**src/hdl/hsvgrb_pkg.sv**
```systemverilog
// ----------------------------------------------------------------------------
// hsvgrb_pkg
// Types and constants shared by the hsv to rgb converter with grb packing.
// ----------------------------------------------------------------------------
`default_nettype none

package hsvgrb_pkg;

  localparam int unsigned HUE_W   = 16;
  localparam int unsigned PCT_W   = 7;
  localparam int unsigned LEVEL_W = 8;
  localparam int unsigned WORD_W  = 32;

  localparam int unsigned HMOD_W  = 9;   // hue after mod 360
  localparam int unsigned HQ_W    = 8;   // hue / 360, at most 182
  localparam int unsigned FRAC_W  = 6;   // 0..60 position inside a sector
  localparam int unsigned PROD_W  = 14;  // percent times percent
  localparam int unsigned NUM_W   = 20;  // numerators over 600000

  localparam logic [HMOD_W-1:0] HUE_TURN   = 9'd360;
  localparam logic [HMOD_W-1:0] SECTOR_DEG = 9'd60;
  localparam logic [PCT_W-1:0]  PCT_FULL   = 7'd100;
  localparam logic [NUM_W-1:0]  HI_SCALE   = 20'd6000;
  localparam logic [NUM_W-1:0]  LO_SCALE   = 20'd60;

  // ceil(2^32 / 360): exact floor quotient for any 16-bit hue
  localparam int unsigned       HUE_RECIP_W     = 24;
  localparam logic [HUE_RECIP_W-1:0] HUE_RECIP  = 24'd11930465;
  localparam int unsigned       HUE_RECIP_SHIFT = 32;

  // ceil(255 * 2^40 / 600000): exact floor(n * 255 / 600000) for n < 2^20
  localparam int unsigned       LVL_RECIP_W     = 29;
  localparam logic [LVL_RECIP_W-1:0] LVL_RECIP  = 29'd467292442;
  localparam int unsigned       LVL_RECIP_SHIFT = 40;

  typedef enum logic [2:0] {
    SEC_RED_YEL = 3'd0,
    SEC_YEL_GRN = 3'd1,
    SEC_GRN_CYN = 3'd2,
    SEC_CYN_BLU = 3'd3,
    SEC_BLU_MAG = 3'd4,
    SEC_MAG_RED = 3'd5
  } sector_t;

  typedef struct packed {
    logic [HMOD_W-1:0] hmod;
    logic [PCT_W-1:0]  sat;
    logic [PCT_W-1:0]  val;
  } hue_stage_t;

  typedef struct packed {
    sector_t          sector;
    logic [NUM_W-1:0] n_hi;
    logic [NUM_W-1:0] n_lo;
    logic [NUM_W-1:0] n_mid;
  } mix_stage_t;

endpackage

`default_nettype wire

```
**src/hdl/hsvgrb_hue.sv**
```systemverilog
// ----------------------------------------------------------------------------
// hsvgrb_hue
// Two stages: clamp percentages, then reduce the hue modulo 360 by reciprocal.
// ----------------------------------------------------------------------------
`default_nettype none

module hsvgrb_hue (
  input  wire logic                           clk,
  input  wire logic                           rst_n,
  input  wire logic                           up_valid,
  output logic                                up_ready,
  input  wire logic [hsvgrb_pkg::HUE_W-1:0]   hue,
  input  wire logic [hsvgrb_pkg::PCT_W-1:0]   sat,
  input  wire logic [hsvgrb_pkg::PCT_W-1:0]   val,
  output logic                                dn_valid,
  input  wire logic                           dn_ready,
  output hsvgrb_pkg::hue_stage_t              dn_data
);

  localparam int unsigned MUL_W = hsvgrb_pkg::HUE_W + hsvgrb_pkg::HUE_RECIP_W;

  logic                              s1_valid_r;
  logic [hsvgrb_pkg::HQ_W-1:0]       s1_hq_r;
  logic [hsvgrb_pkg::HUE_W-1:0]      s1_hue_r;
  logic [hsvgrb_pkg::PCT_W-1:0]      s1_sat_r;
  logic [hsvgrb_pkg::PCT_W-1:0]      s1_val_r;
  logic                              s2_valid_r;
  hsvgrb_pkg::hue_stage_t            s2_data_r;

  logic                              s1_ready;
  logic                              s2_ready;
  logic [MUL_W-1:0]                  hue_prod;
  logic [hsvgrb_pkg::PCT_W-1:0]      sat_c;
  logic [hsvgrb_pkg::PCT_W-1:0]      val_c;
  logic [hsvgrb_pkg::HUE_W-1:0]      hq_x;
  logic [hsvgrb_pkg::HUE_W-1:0]      hue_diff;

  assign s2_ready = !s2_valid_r || dn_ready;
  assign s1_ready = !s1_valid_r || s2_ready;
  assign up_ready = s1_ready;

  assign sat_c    = (sat > hsvgrb_pkg::PCT_FULL) ? hsvgrb_pkg::PCT_FULL : sat;
  assign val_c    = (val > hsvgrb_pkg::PCT_FULL) ? hsvgrb_pkg::PCT_FULL : val;
  assign hue_prod = MUL_W'(hue) * MUL_W'(hsvgrb_pkg::HUE_RECIP);

  // remainder after the exact quotient
  assign hq_x     = hsvgrb_pkg::HUE_W'(s1_hq_r) * hsvgrb_pkg::HUE_W'(hsvgrb_pkg::HUE_TURN);
  assign hue_diff = s1_hue_r - hq_x;

  always_ff @(posedge clk) begin
    if (!rst_n) begin
      s1_valid_r <= 1'b0;
      s2_valid_r <= 1'b0;
    end else begin
      if (s1_ready) begin
        s1_valid_r <= up_valid;
      end
      if (s2_ready) begin
        s2_valid_r <= s1_valid_r;
      end
    end
  end

  always_ff @(posedge clk) begin
    if (s1_ready && up_valid) begin
      s1_hq_r  <= hue_prod[hsvgrb_pkg::HUE_RECIP_SHIFT +: hsvgrb_pkg::HQ_W];
      s1_hue_r <= hue;
      s1_sat_r <= sat_c;
      s1_val_r <= val_c;
    end
    if (s2_ready && s1_valid_r) begin
      s2_data_r.hmod <= hue_diff[hsvgrb_pkg::HMOD_W-1:0];
      s2_data_r.sat  <= s1_sat_r;
      s2_data_r.val  <= s1_val_r;
    end
  end

  assign dn_valid = s2_valid_r;
  assign dn_data  = s2_data_r;

endmodule

`default_nettype wire

```
**src/hdl/hsvgrb_mix.sv**
```systemverilog
// ----------------------------------------------------------------------------
// hsvgrb_mix
// Two stages: sector and ramp position, then the three numerators over 600000.
// ----------------------------------------------------------------------------
`default_nettype none

module hsvgrb_mix (
  input  wire logic                    clk,
  input  wire logic                    rst_n,
  input  wire logic                    up_valid,
  output logic                         up_ready,
  input  wire hsvgrb_pkg::hue_stage_t  up_data,
  output logic                         dn_valid,
  input  wire logic                    dn_ready,
  output hsvgrb_pkg::mix_stage_t       dn_data
);

  localparam int unsigned REM_W = 7;

  logic                               s3_valid_r;
  hsvgrb_pkg::sector_t                s3_sector_r;
  logic [hsvgrb_pkg::FRAC_W-1:0]      s3_t_r;
  logic [hsvgrb_pkg::PROD_W-1:0]      s3_vs_r;
  logic [hsvgrb_pkg::PROD_W-1:0]      s3_vl_r;
  logic [hsvgrb_pkg::PCT_W-1:0]       s3_val_r;
  logic                               s4_valid_r;
  hsvgrb_pkg::mix_stage_t             s4_data_r;

  logic                               s3_ready;
  logic                               s4_ready;
  hsvgrb_pkg::sector_t                sector;
  logic [hsvgrb_pkg::HMOD_W-1:0]      base;
  logic [hsvgrb_pkg::HMOD_W-1:0]      rem_full;
  logic [REM_W-1:0]                   rem;
  logic [hsvgrb_pkg::FRAC_W-1:0]      mid_dist;
  logic [hsvgrb_pkg::FRAC_W-1:0]      t_pos;
  logic [hsvgrb_pkg::PCT_W-1:0]       sat_inv;
  logic [hsvgrb_pkg::NUM_W-1:0]       n_lo;
  logic [hsvgrb_pkg::NUM_W-1:0]       n_mid;
  logic [hsvgrb_pkg::NUM_W-1:0]       n_hi;

  assign s4_ready = !s4_valid_r || dn_ready;
  assign s3_ready = !s3_valid_r || s4_ready;
  assign up_ready = s3_ready;

  always_comb begin
    if (up_data.hmod < 9'd60) begin
      sector = hsvgrb_pkg::SEC_RED_YEL;
      base   = 9'd0;
    end else if (up_data.hmod < 9'd120) begin
      sector = hsvgrb_pkg::SEC_YEL_GRN;
      base   = 9'd0;
    end else if (up_data.hmod < 9'd180) begin
      sector = hsvgrb_pkg::SEC_GRN_CYN;
      base   = 9'd120;
    end else if (up_data.hmod < 9'd240) begin
      sector = hsvgrb_pkg::SEC_CYN_BLU;
      base   = 9'd120;
    end else if (up_data.hmod < 9'd300) begin
      sector = hsvgrb_pkg::SEC_BLU_MAG;
      base   = 9'd240;
    end else begin
      sector = hsvgrb_pkg::SEC_MAG_RED;
      base   = 9'd240;
    end
  end

  // hue mod 120, then distance from the middle of that 120-degree span
  assign rem_full = up_data.hmod - base;
  assign rem      = rem_full[REM_W-1:0];
  assign mid_dist = (rem >= REM_W'(hsvgrb_pkg::SECTOR_DEG))
                  ? hsvgrb_pkg::FRAC_W'(rem - REM_W'(hsvgrb_pkg::SECTOR_DEG))
                  : hsvgrb_pkg::FRAC_W'(REM_W'(hsvgrb_pkg::SECTOR_DEG) - rem);
  assign t_pos    = hsvgrb_pkg::FRAC_W'(hsvgrb_pkg::SECTOR_DEG) - mid_dist;
  assign sat_inv  = hsvgrb_pkg::PCT_FULL - up_data.sat;

  assign n_lo  = hsvgrb_pkg::NUM_W'(s3_vl_r) * hsvgrb_pkg::LO_SCALE;
  assign n_mid = hsvgrb_pkg::NUM_W'(s3_vs_r) * hsvgrb_pkg::NUM_W'(s3_t_r) + n_lo;
  assign n_hi  = hsvgrb_pkg::NUM_W'(s3_val_r) * hsvgrb_pkg::HI_SCALE;

  always_ff @(posedge clk) begin
    if (!rst_n) begin
      s3_valid_r <= 1'b0;
      s4_valid_r <= 1'b0;
    end else begin
      if (s3_ready) begin
        s3_valid_r <= up_valid;
      end
      if (s4_ready) begin
        s4_valid_r <= s3_valid_r;
      end
    end
  end

  always_ff @(posedge clk) begin
    if (s3_ready && up_valid) begin
      s3_sector_r <= sector;
      s3_t_r      <= t_pos;
      s3_vs_r     <= hsvgrb_pkg::PROD_W'(up_data.val) * hsvgrb_pkg::PROD_W'(up_data.sat);
      s3_vl_r     <= hsvgrb_pkg::PROD_W'(up_data.val) * hsvgrb_pkg::PROD_W'(sat_inv);
      s3_val_r    <= up_data.val;
    end
    if (s4_ready && s3_valid_r) begin
      s4_data_r.sector <= s3_sector_r;
      s4_data_r.n_hi   <= n_hi;
      s4_data_r.n_lo   <= n_lo;
      s4_data_r.n_mid  <= n_mid;
    end
  end

  assign dn_valid = s4_valid_r;
  assign dn_data  = s4_data_r;

endmodule

`default_nettype wire

```
**src/hdl/hsvgrb_lvl.sv**
```systemverilog
// ----------------------------------------------------------------------------
// hsvgrb_lvl
// Output stage: scales numerators to bytes and routes them by sector.
// ----------------------------------------------------------------------------
`default_nettype none

module hsvgrb_lvl (
  input  wire logic                             clk,
  input  wire logic                             rst_n,
  input  wire logic                             up_valid,
  output logic                                  up_ready,
  input  wire hsvgrb_pkg::mix_stage_t           up_data,
  output logic                                  dn_valid,
  input  wire logic                             dn_ready,
  output logic [hsvgrb_pkg::LEVEL_W-1:0]        red,
  output logic [hsvgrb_pkg::LEVEL_W-1:0]        green,
  output logic [hsvgrb_pkg::LEVEL_W-1:0]        blue
);

  localparam int unsigned MUL_W = hsvgrb_pkg::NUM_W + hsvgrb_pkg::LVL_RECIP_W;

  logic                               s5_valid_r;
  logic [hsvgrb_pkg::LEVEL_W-1:0]     red_r;
  logic [hsvgrb_pkg::LEVEL_W-1:0]     green_r;
  logic [hsvgrb_pkg::LEVEL_W-1:0]     blue_r;

  logic                               s5_ready;
  logic [MUL_W-1:0]                   p_hi;
  logic [MUL_W-1:0]                   p_lo;
  logic [MUL_W-1:0]                   p_mid;
  logic [hsvgrb_pkg::LEVEL_W-1:0]     hi;
  logic [hsvgrb_pkg::LEVEL_W-1:0]     lo;
  logic [hsvgrb_pkg::LEVEL_W-1:0]     mid;
  logic [hsvgrb_pkg::LEVEL_W-1:0]     red_nxt;
  logic [hsvgrb_pkg::LEVEL_W-1:0]     green_nxt;
  logic [hsvgrb_pkg::LEVEL_W-1:0]     blue_nxt;

  assign s5_ready = !s5_valid_r || dn_ready;
  assign up_ready = s5_ready;

  // floor(n * 255 / 600000), exact with the rounded-up reciprocal
  assign p_hi  = MUL_W'(up_data.n_hi)  * MUL_W'(hsvgrb_pkg::LVL_RECIP);
  assign p_lo  = MUL_W'(up_data.n_lo)  * MUL_W'(hsvgrb_pkg::LVL_RECIP);
  assign p_mid = MUL_W'(up_data.n_mid) * MUL_W'(hsvgrb_pkg::LVL_RECIP);
  assign hi    = p_hi[hsvgrb_pkg::LVL_RECIP_SHIFT +: hsvgrb_pkg::LEVEL_W];
  assign lo    = p_lo[hsvgrb_pkg::LVL_RECIP_SHIFT +: hsvgrb_pkg::LEVEL_W];
  assign mid   = p_mid[hsvgrb_pkg::LVL_RECIP_SHIFT +: hsvgrb_pkg::LEVEL_W];

  always_comb begin
    case (up_data.sector)
      hsvgrb_pkg::SEC_RED_YEL: begin
        red_nxt = hi;  green_nxt = mid; blue_nxt = lo;
      end
      hsvgrb_pkg::SEC_YEL_GRN: begin
        red_nxt = mid; green_nxt = hi;  blue_nxt = lo;
      end
      hsvgrb_pkg::SEC_GRN_CYN: begin
        red_nxt = lo;  green_nxt = hi;  blue_nxt = mid;
      end
      hsvgrb_pkg::SEC_CYN_BLU: begin
        red_nxt = lo;  green_nxt = mid; blue_nxt = hi;
      end
      hsvgrb_pkg::SEC_BLU_MAG: begin
        red_nxt = mid; green_nxt = lo;  blue_nxt = hi;
      end
      default: begin
        red_nxt = hi;  green_nxt = lo;  blue_nxt = mid;
      end
    endcase
  end

  always_ff @(posedge clk) begin
    if (!rst_n) begin
      s5_valid_r <= 1'b0;
    end else if (s5_ready) begin
      s5_valid_r <= up_valid;
    end
  end

  always_ff @(posedge clk) begin
    if (s5_ready && up_valid) begin
      red_r   <= red_nxt;
      green_r <= green_nxt;
      blue_r  <= blue_nxt;
    end
  end

  assign dn_valid = s5_valid_r;
  assign red      = red_r;
  assign green    = green_r;
  assign blue     = blue_r;

endmodule

`default_nettype wire

```
**src/hdl/hsv_to_rgb_grb_packer.sv**
```systemverilog
// ----------------------------------------------------------------------------
// hsv_to_rgb_grb_packer
// Converts hue / saturation / value items to rgb bytes and a grb led word.
// ----------------------------------------------------------------------------
// Input channel in_*: one item per handshake with hue in degrees (any 16-bit
// value, taken modulo 360), saturation and value in percent (above 100 reads
// as 100). Output channel out_*: red, green and blue bytes plus the led word
// green<<24 | red<<16 | blue<<8 with a zero low byte.
// Five register stages: clamp and hue quotient, hue remainder, sector and
// ramp position, numerators, byte scaling with the output register.
// Items move through the stages in order; one item per clock is sustained
// while out_tready stays high, set by the five stages each taking a new
// item when its successor moves or is empty.
// When out_tready is low the last stage holds its item and the stages behind
// it fill up; empty stages still take items, so in_tready drops only once
// every stage is occupied. No item is lost or repeated across a stall.
// Reset (rst_n low, synchronous) empties the pipeline; there is no other
// state and nothing to configure.
// ----------------------------------------------------------------------------
`default_nettype none

module hsv_to_rgb_grb_packer (
  input  wire logic        clk,
  input  wire logic        rst_n,
  input  wire logic        in_tvalid,
  output logic             in_tready,
  input  wire logic [31:0] in_tdata,   // hue_degrees[15:0], saturation_pct[22:16],
                                       // value_pct[29:23], zero[31:30]
  output logic             out_tvalid,
  input  wire logic        out_tready,
  output logic [55:0]      out_tdata   // red_level[7:0], green_level[15:8],
                                       // blue_level[23:16], led_word[55:24]
);

  logic                              hue_valid;
  logic                              hue_ready;
  hsvgrb_pkg::hue_stage_t            hue_data;
  logic                              mix_valid;
  logic                              mix_ready;
  hsvgrb_pkg::mix_stage_t            mix_data;
  logic [hsvgrb_pkg::LEVEL_W-1:0]    red;
  logic [hsvgrb_pkg::LEVEL_W-1:0]    green;
  logic [hsvgrb_pkg::LEVEL_W-1:0]    blue;
  logic [hsvgrb_pkg::WORD_W-1:0]     led_word;

  hsvgrb_hue u_hue (
    .clk      (clk),
    .rst_n    (rst_n),
    .up_valid (in_tvalid),
    .up_ready (in_tready),
    .hue      (in_tdata[15:0]),
    .sat      (in_tdata[22:16]),
    .val      (in_tdata[29:23]),
    .dn_valid (hue_valid),
    .dn_ready (hue_ready),
    .dn_data  (hue_data)
  );

  hsvgrb_mix u_mix (
    .clk      (clk),
    .rst_n    (rst_n),
    .up_valid (hue_valid),
    .up_ready (hue_ready),
    .up_data  (hue_data),
    .dn_valid (mix_valid),
    .dn_ready (mix_ready),
    .dn_data  (mix_data)
  );

  hsvgrb_lvl u_lvl (
    .clk      (clk),
    .rst_n    (rst_n),
    .up_valid (mix_valid),
    .up_ready (mix_ready),
    .up_data  (mix_data),
    .dn_valid (out_tvalid),
    .dn_ready (out_tready),
    .red      (red),
    .green    (green),
    .blue     (blue)
  );

  assign led_word  = {green, red, blue, 8'h00};
  assign out_tdata = {led_word, blue, green, red};

endmodule

`default_nettype wire

```
**config.mk**
```make
export PLATFORM = sky130hd
export DESIGN_NAME = hsv_to_rgb_grb_packer
export DESIGN_NICKNAME = d
export VERILOG_FILES = /design/src/hdl/hsvgrb_pkg.sv /design/src/hdl/hsvgrb_hue.sv /design/src/hdl/hsvgrb_mix.sv /design/src/hdl/hsvgrb_lvl.sv /design/src/hdl/hsv_to_rgb_grb_packer.sv
export SDC_FILE = /design/constraint.sdc
export NUM_CORES = 2
export LEC_CHECK = 0
export BUFFER_PORTS_ARGS = -buffer_cell sky130_fd_sc_hd__buf_4
export CORE_ASPECT_RATIO = 0.9
export CORE_MARGIN = 2
export CORE_UTILIZATION = 50
export DETAILED_ROUTE_END_ITERATION = 6
export MAX_ROUTING_LAYER = met4
export PLACE_DENSITY = 0.78
export SYNTH_ARGS = -nofsm -noshare
export SYNTH_HDL_FRONTEND = slang
export SYNTH_HIERARCHICAL = 1
export SYNTH_SLANG_ARGS = --single-unit
```
**constraint.sdc**
```tcl
create_clock -name clk -period 14.4 [get_ports clk]
set_input_delay 2.88 -clock clk [delete_from_list [all_inputs] [get_ports clk]]
set_output_delay 2.88 -clock clk [all_outputs]
set_load 0.02 [all_outputs]
```
* Yosys cells after proc, flatten, opt, wreduce, memory -nomap -nowiden *
Index checks and enable logic that the tools add are counted.

operators by class
  add/sub/neg operators = 7
  multipliers = 10
  $lt $le $gt $ge = 8
  equal/unequal tests = 4
  muxes and demuxes = 12
  reduce and logical (&&, ||, !) cells = 24

operator list
  kind                      count
  $pmux W8 S2               3
  $mul A20 B28 Y47 const B  1
  $mul A18 B28 Y45 const B  1
  $mul A16 B28 Y43 const B  1
  $mul A16 B24 Y40 const B  1
  $mul A7 B7 Y14            2
  $mux W7                   3
  $add A20 B20 Y20          1
  $mul A14 B6 Y20           1
  $lt A9 B8 Y1 const B      2
  $mul A14 B4 Y18 const B   1
  $mul A7 B9 Y16 const B    1
  $gt A7 B7 Y1 const B      2
  $reduce_or A2 Y1          7
  $sub A6 B6 Y6 const A     2
  $lt A9 B6 Y1 const B      1
  $lt A9 B7 Y1 const B      1
  $lt A9 B9 Y1 const B      1
  $sub A9 B9 Y9             1
  $mul A8 B6 Y6 const B     1
  $ge A7 B6 Y1 const B      1
  $sub A7 B7 Y7             1
  $sub A7 B7 Y7 const A     1
  $eq A3 B2 Y1 const B      2
  other kinds (12)          26

word-level totals
  bits in registers = 184
  input bits = 36
  word-level logic and storage cells = 91

* Depth between registers and ports, before layout *
  depth in word-level cells = 9
  gate-level depth with buffers = 26
  gate-level depth less buffers = 25

* Modules after synthesis *
Netlist, hierarchy kept.

modules (own cells, without submodules)
  module                 instances  cells each  area each (um2)
  hsvgrb_lvl             1          2,792       27,802.9
  hsvgrb_mix             1          1,168       12,100.4
  hsvgrb_hue             1          585         6,537.5
  hsv_to_rgb_grb_packer  1          33          244.0

* Least setup slack after synthesis *
OpenSTA, ideal clock, no wires.

  path kind = input to register
  from = input port in_tdata[13]
  to = register u_hue/s1_hq_r[4] (netlist bit), data pin
  library setup time = 256 ps
  arrival time = 7,264 ps
  data required time = 14,144 ps
  setup slack = 6,880 ps
  cell stages on the path = 17
  path buffers = 0
  cells stage by stage = ha_1 > inv_1 > fa_1 > fa_1 > inv_1 > fa_1 > fa_1 > inv_1 > fa_1 > inv_1 > ha_1 > nand3_1 > nor2_1 > a31oi_1 > o211ai_1 > or4b_1 > o211a_1

between the ends
  word-level cells in the longest chain between the ends = 1

RTL lines
  item                          line                         source
  from (decl)                   hsv_to_rgb_grb_packer.sv:27  input wire logic [31:0] in_tdata,
  $mul A16 B24 Y40              hsvgrb_hue.sv:44             assign hue_prod = MUL_W'(hue) * MUL_W'(hsvgrb_pkg::HUE_RECIP);
  named net u_hue.hue_prod[36]  hsvgrb_hue.sv:32             logic [MUL_W-1:0] hue_prod;
  to (signal assigned)          hsvgrb_hue.sv:66             s1_hq_r <= hue_prod[hsvgrb_pkg::HUE_RECIP_SHIFT +: hsvgrb_pkg::HQ_W];
  to (decl)                     hsvgrb_hue.sv:23             logic [hsvgrb_pkg::HQ_W-1:0] s1_hq_r;

The timed path passes the listed nets, and every way through them passes these cells.
A chain may end at the register's enable or synchronous reset.

* Worst setup path in the final report *
  from = register u_mix.s4_data_r (netlist bit u_mix/dn_data[44])
  to = register u_lvl.blue_r (netlist bit u_lvl/blue[7]), data pin

between the ends
  word-level cells in the longest chain between the ends = 2

RTL lines
  item                                line              source
  from (decl)                         hsvgrb_mix.sv:27  hsvgrb_pkg::mix_stage_t s4_data_r;
  $mul A16 B28 Y43                    hsvgrb_lvl.sv:42  assign p_hi = MUL_W'(up_data.n_hi) * MUL_W'(hsvgrb_pkg::LVL_RECIP);
  $pmux W8 S2                         hsvgrb_lvl.sv:50  case (up_data.sector)
  named net u_lvl.blue_nxt (one bit)  hsvgrb_lvl.sv:36  logic [hsvgrb_pkg::LEVEL_W-1:0] blue_nxt;
  to (signal assigned)                hsvgrb_lvl.sv:84  blue_r <= blue_nxt;
  to (decl)                           hsvgrb_lvl.sv:25  logic [hsvgrb_pkg::LEVEL_W-1:0] blue_r;

The timed path passes the listed nets, and every way through them passes these cells.

==> results.toml <==
[cts]
cts_buffer_depth = 2
cts.sinks = 181
post_cts_buffers = 0
clkLatencyLatePin_ns = 0.46
clock-root-buffer = "clkbuf_16"
hold_buffers = 0
cts-buffers-inserted = 17
cts.repair.resized = 0
clkTransAtPathRegs_ns = 0.08
h-tree-depth = 4
cts_tree = "built"

[timing]
fin_setup_tns_ns = 0
min_period_ns = 8.69
finalClockSkew_ns = 0.0196
tightest_slew_ns = 1.22
fmax_mhz = 115
grt_setup_unrepaired = "false"
final-hold-violation-count = 0
setup_viol = 0
drv_slew = 0
slew_headroom_pct = 17.7
fin_crit_sh_pct = 60.3

[routing]
first_iter_violations = 2341
routedWlPerCell_microns = 17.8
vias_per_cell = 5.34
vias = 31400
wl_microns = 104000
firstDrtPassIters = 7
drtAntennaViolNets = 0
route.detailed.drc = 0

[hold_path]
holdPathStages = 0
hp-class = "reg -> reg"
min_delay_worst_endpoint = "u_hue/dn_data[16]"
worstHoldStart = "u_hue/s1_hue_r[2]"

[critical_path]
critPathRequiredTime_ns = 14.53
cp-start-kind = "flop"
arrival_ns = 8.82
r2r-end = "u_lvl/blue[7]"
cp-end-kind = "flop"
path_max_fanout = 7
ff2ff_setup_slack_ns = 5.71
crit-reg2reg-launch = "u_mix/dn_data[44]"
ff2ff_path_depth = 23
critical_path_class = "reg -> reg"

[floorplan]
die_w_microns = 326
dieHeight_microns = 294
io_pins = 94
placementRows = 106
die_area_sq_um = 95800
start_util_pct = 50.4
coreArea_sq_um = 92700

[synth]
ys.flop_type = "edfxtp_1"
synth_edf_count = 176
yosysTopAreaCellShare_pct = 35.5
syn_inst = 4578
ys_ff_latch = 181
yosysUniqueCellTypes = 81
seq_area_frac_synth_pct = 11.5
synthesis.area_sq_um = 46700
avgSynthCellArea_sq_um = 10.2
synth_area_leaders = "fa_1 (36%), ha_1 (25%), edfxtp_1 (11%), inv_1 (11%), xnor2_1 (1.7%)"
async_flop_share_pct = 0
yosysWarnings = 6
yosysTopAreaCell = "fa_1"

[finish]
fin_nets = 6436
n_antenna_cell = 0
final_common_cell = "inv_1"
final_cell_mix = "inv_1 (1333), ha_1 (947), fa_1 (829)"
layout-drive-gt1-share_pct = 3.17
synthToLayoutAreaGrowth_pct = 5.18

[placement]
port_buffers = 83
gp_congestion = 0.983
dp_hpwl_microns = 91900

[grt]
grt_util_all_layers_pct = 23.3
first_global_vias = 33200
overflow = 0
grt_first_pass_wirelength_microns = 172000
grt_max_degree = 58
antenna_found_initial = 0

[run]
max_cap_violations = 0

[run_status]
outcome = "complete, no violations"
## layout make-up
cell class,count,area [sq um]
timing repair buffer,88,661
inverter,1333,5000
tap,1242,1550
sequential,181,5390
fill,7945,43600
multi-input combinational,3003,35900
clock buffer,18,429
clock inverter,14,143
## kinds of logic after synthesis
logic type | Yosys count | share of synthesized area, %
fa+ha+maj | 1777 | 61.0
buf+inv | 1406 | 11.6
xor+xnor | 135 | 2.56
other cells | 2 | 0.0161
compound gates | 481 | 6.78
flops | 181 | 11.5
simple gates | 583 | 6.25
mux | 13 | 0.279
## metal layers
layer | GRT usage, % | part of all wire (%) | wire length (microns)
met1 | 31.8 | 44 | 46500
met2 | 37.5 | 47 | 48900
met3 | 3.11 | 7.0 | 7330
met4 | 4.39 | 1.7 | 1820
met5 | - | 0 | 0
## worst max path at each step
stage / start / endpoint / slack [ns] / cells past startpoint
5_1_grt: u_mix/dn_data[44] / u_lvl/blue[5] / 5.53 / 23
2_1_floorplan: in_tdata[13] / u_hue/s1_hq_r[4] / 6.88 / 17
3_3_place_gp: u_mix/dn_data[44] / u_lvl/blue[5] / 6.09 / 23
4_1_cts: u_mix/dn_data[44] / u_lvl/blue[5] / 5.84 / 23
6_report: u_mix/dn_data[44] / u_lvl/blue[7] / 5.71 / 23
3_5_place_dp: u_mix/dn_data[44] / u_lvl/blue[5] / 5.89 / 23
## synth_stat cells (all sizes together) (5+ instances only)
master,instances
a31oi,15
nor3,41
nor2,88
edfxtp,176
o211ai,16
a211o,10
and3,11
nand2b,17
o21ai,81
o311ai,5
or2,12
a21oi,147
nor2b,26
nand4,25
and4,6
and2,95
mux2i,13
xnor2,91
nand3,49
a22oi,6
o31ai,6
clkbuf,34
xor2,43
a21o,53
inv,1333
nor4,7
a211oi,20
a2111oi,5
nand2,188
o41ai,6
or3,6
fa,829
o21bai,13
o2111ai,5
ha,947
o21a,25
buf,39
o22ai,12
dfxtp,5
a21boi,6
a221oi,16
## sequential cells by signal, summed over array words and instances (netlist names)
signal and count:
u_hue/dn_data 23, u_hue/dn_valid 1, u_hue/s1_hq_r 6, u_hue/s1_hue_r 9, u_hue/s1_sat_r 7, u_hue/s1_val_r 7
u_hue/s1_valid_r 1, u_lvl/blue 8, u_lvl/dn_valid 1, u_lvl/green 8, u_lvl/red 8, u_mix/dn_data 57
u_mix/dn_valid 1, u_mix/s3_sector_r 3, u_mix/s3_t_r 6, u_mix/s3_val_r 7, u_mix/s3_valid_r 1, u_mix/s3_vl_r 13
u_mix/s3_vs_r 14
## metrics by stage
step,std cells,instance area [sq um],util (%),hold WS [ns],setup WS (ns)
after floorplan,4590,46700,-,0.400,6.88
after global placement,5847,48500,52.3,0.402,6.09
after detailed placement,5847,48500,52.3,0.406,5.89
after CTS,5879,49100,53.0,0.424,5.84
after global routing,5879,49100,53.0,0.429,5.53
final,5879,49100,53.0,0.424,5.71
## critical path: stages, from the launching register on
cell       delay, ns
edfxtp_1        0.65
inv_1           0.13
fa_1            0.51
fa_1            0.45
inv_1           0.08
fa_1            0.43
fa_1            0.52
inv_1           0.06
fa_1            0.54
inv_1           0.05
fa_1            0.48
inv_1           0.05
fa_1            0.48
inv_1           0.04
ha_1            0.32
nand3_1         0.13
nor4_1          0.95
o2111ai_1       0.37
o22ai_1         0.65
o21ai_1         0.30
o211a_1         0.28
a211o_1         0.34
o41ai_1         0.36
a21oi_1         0.17
Power is not shown: default switching activity piles up to over one toggle a cycle in this logic, so the estimate is an artifact.
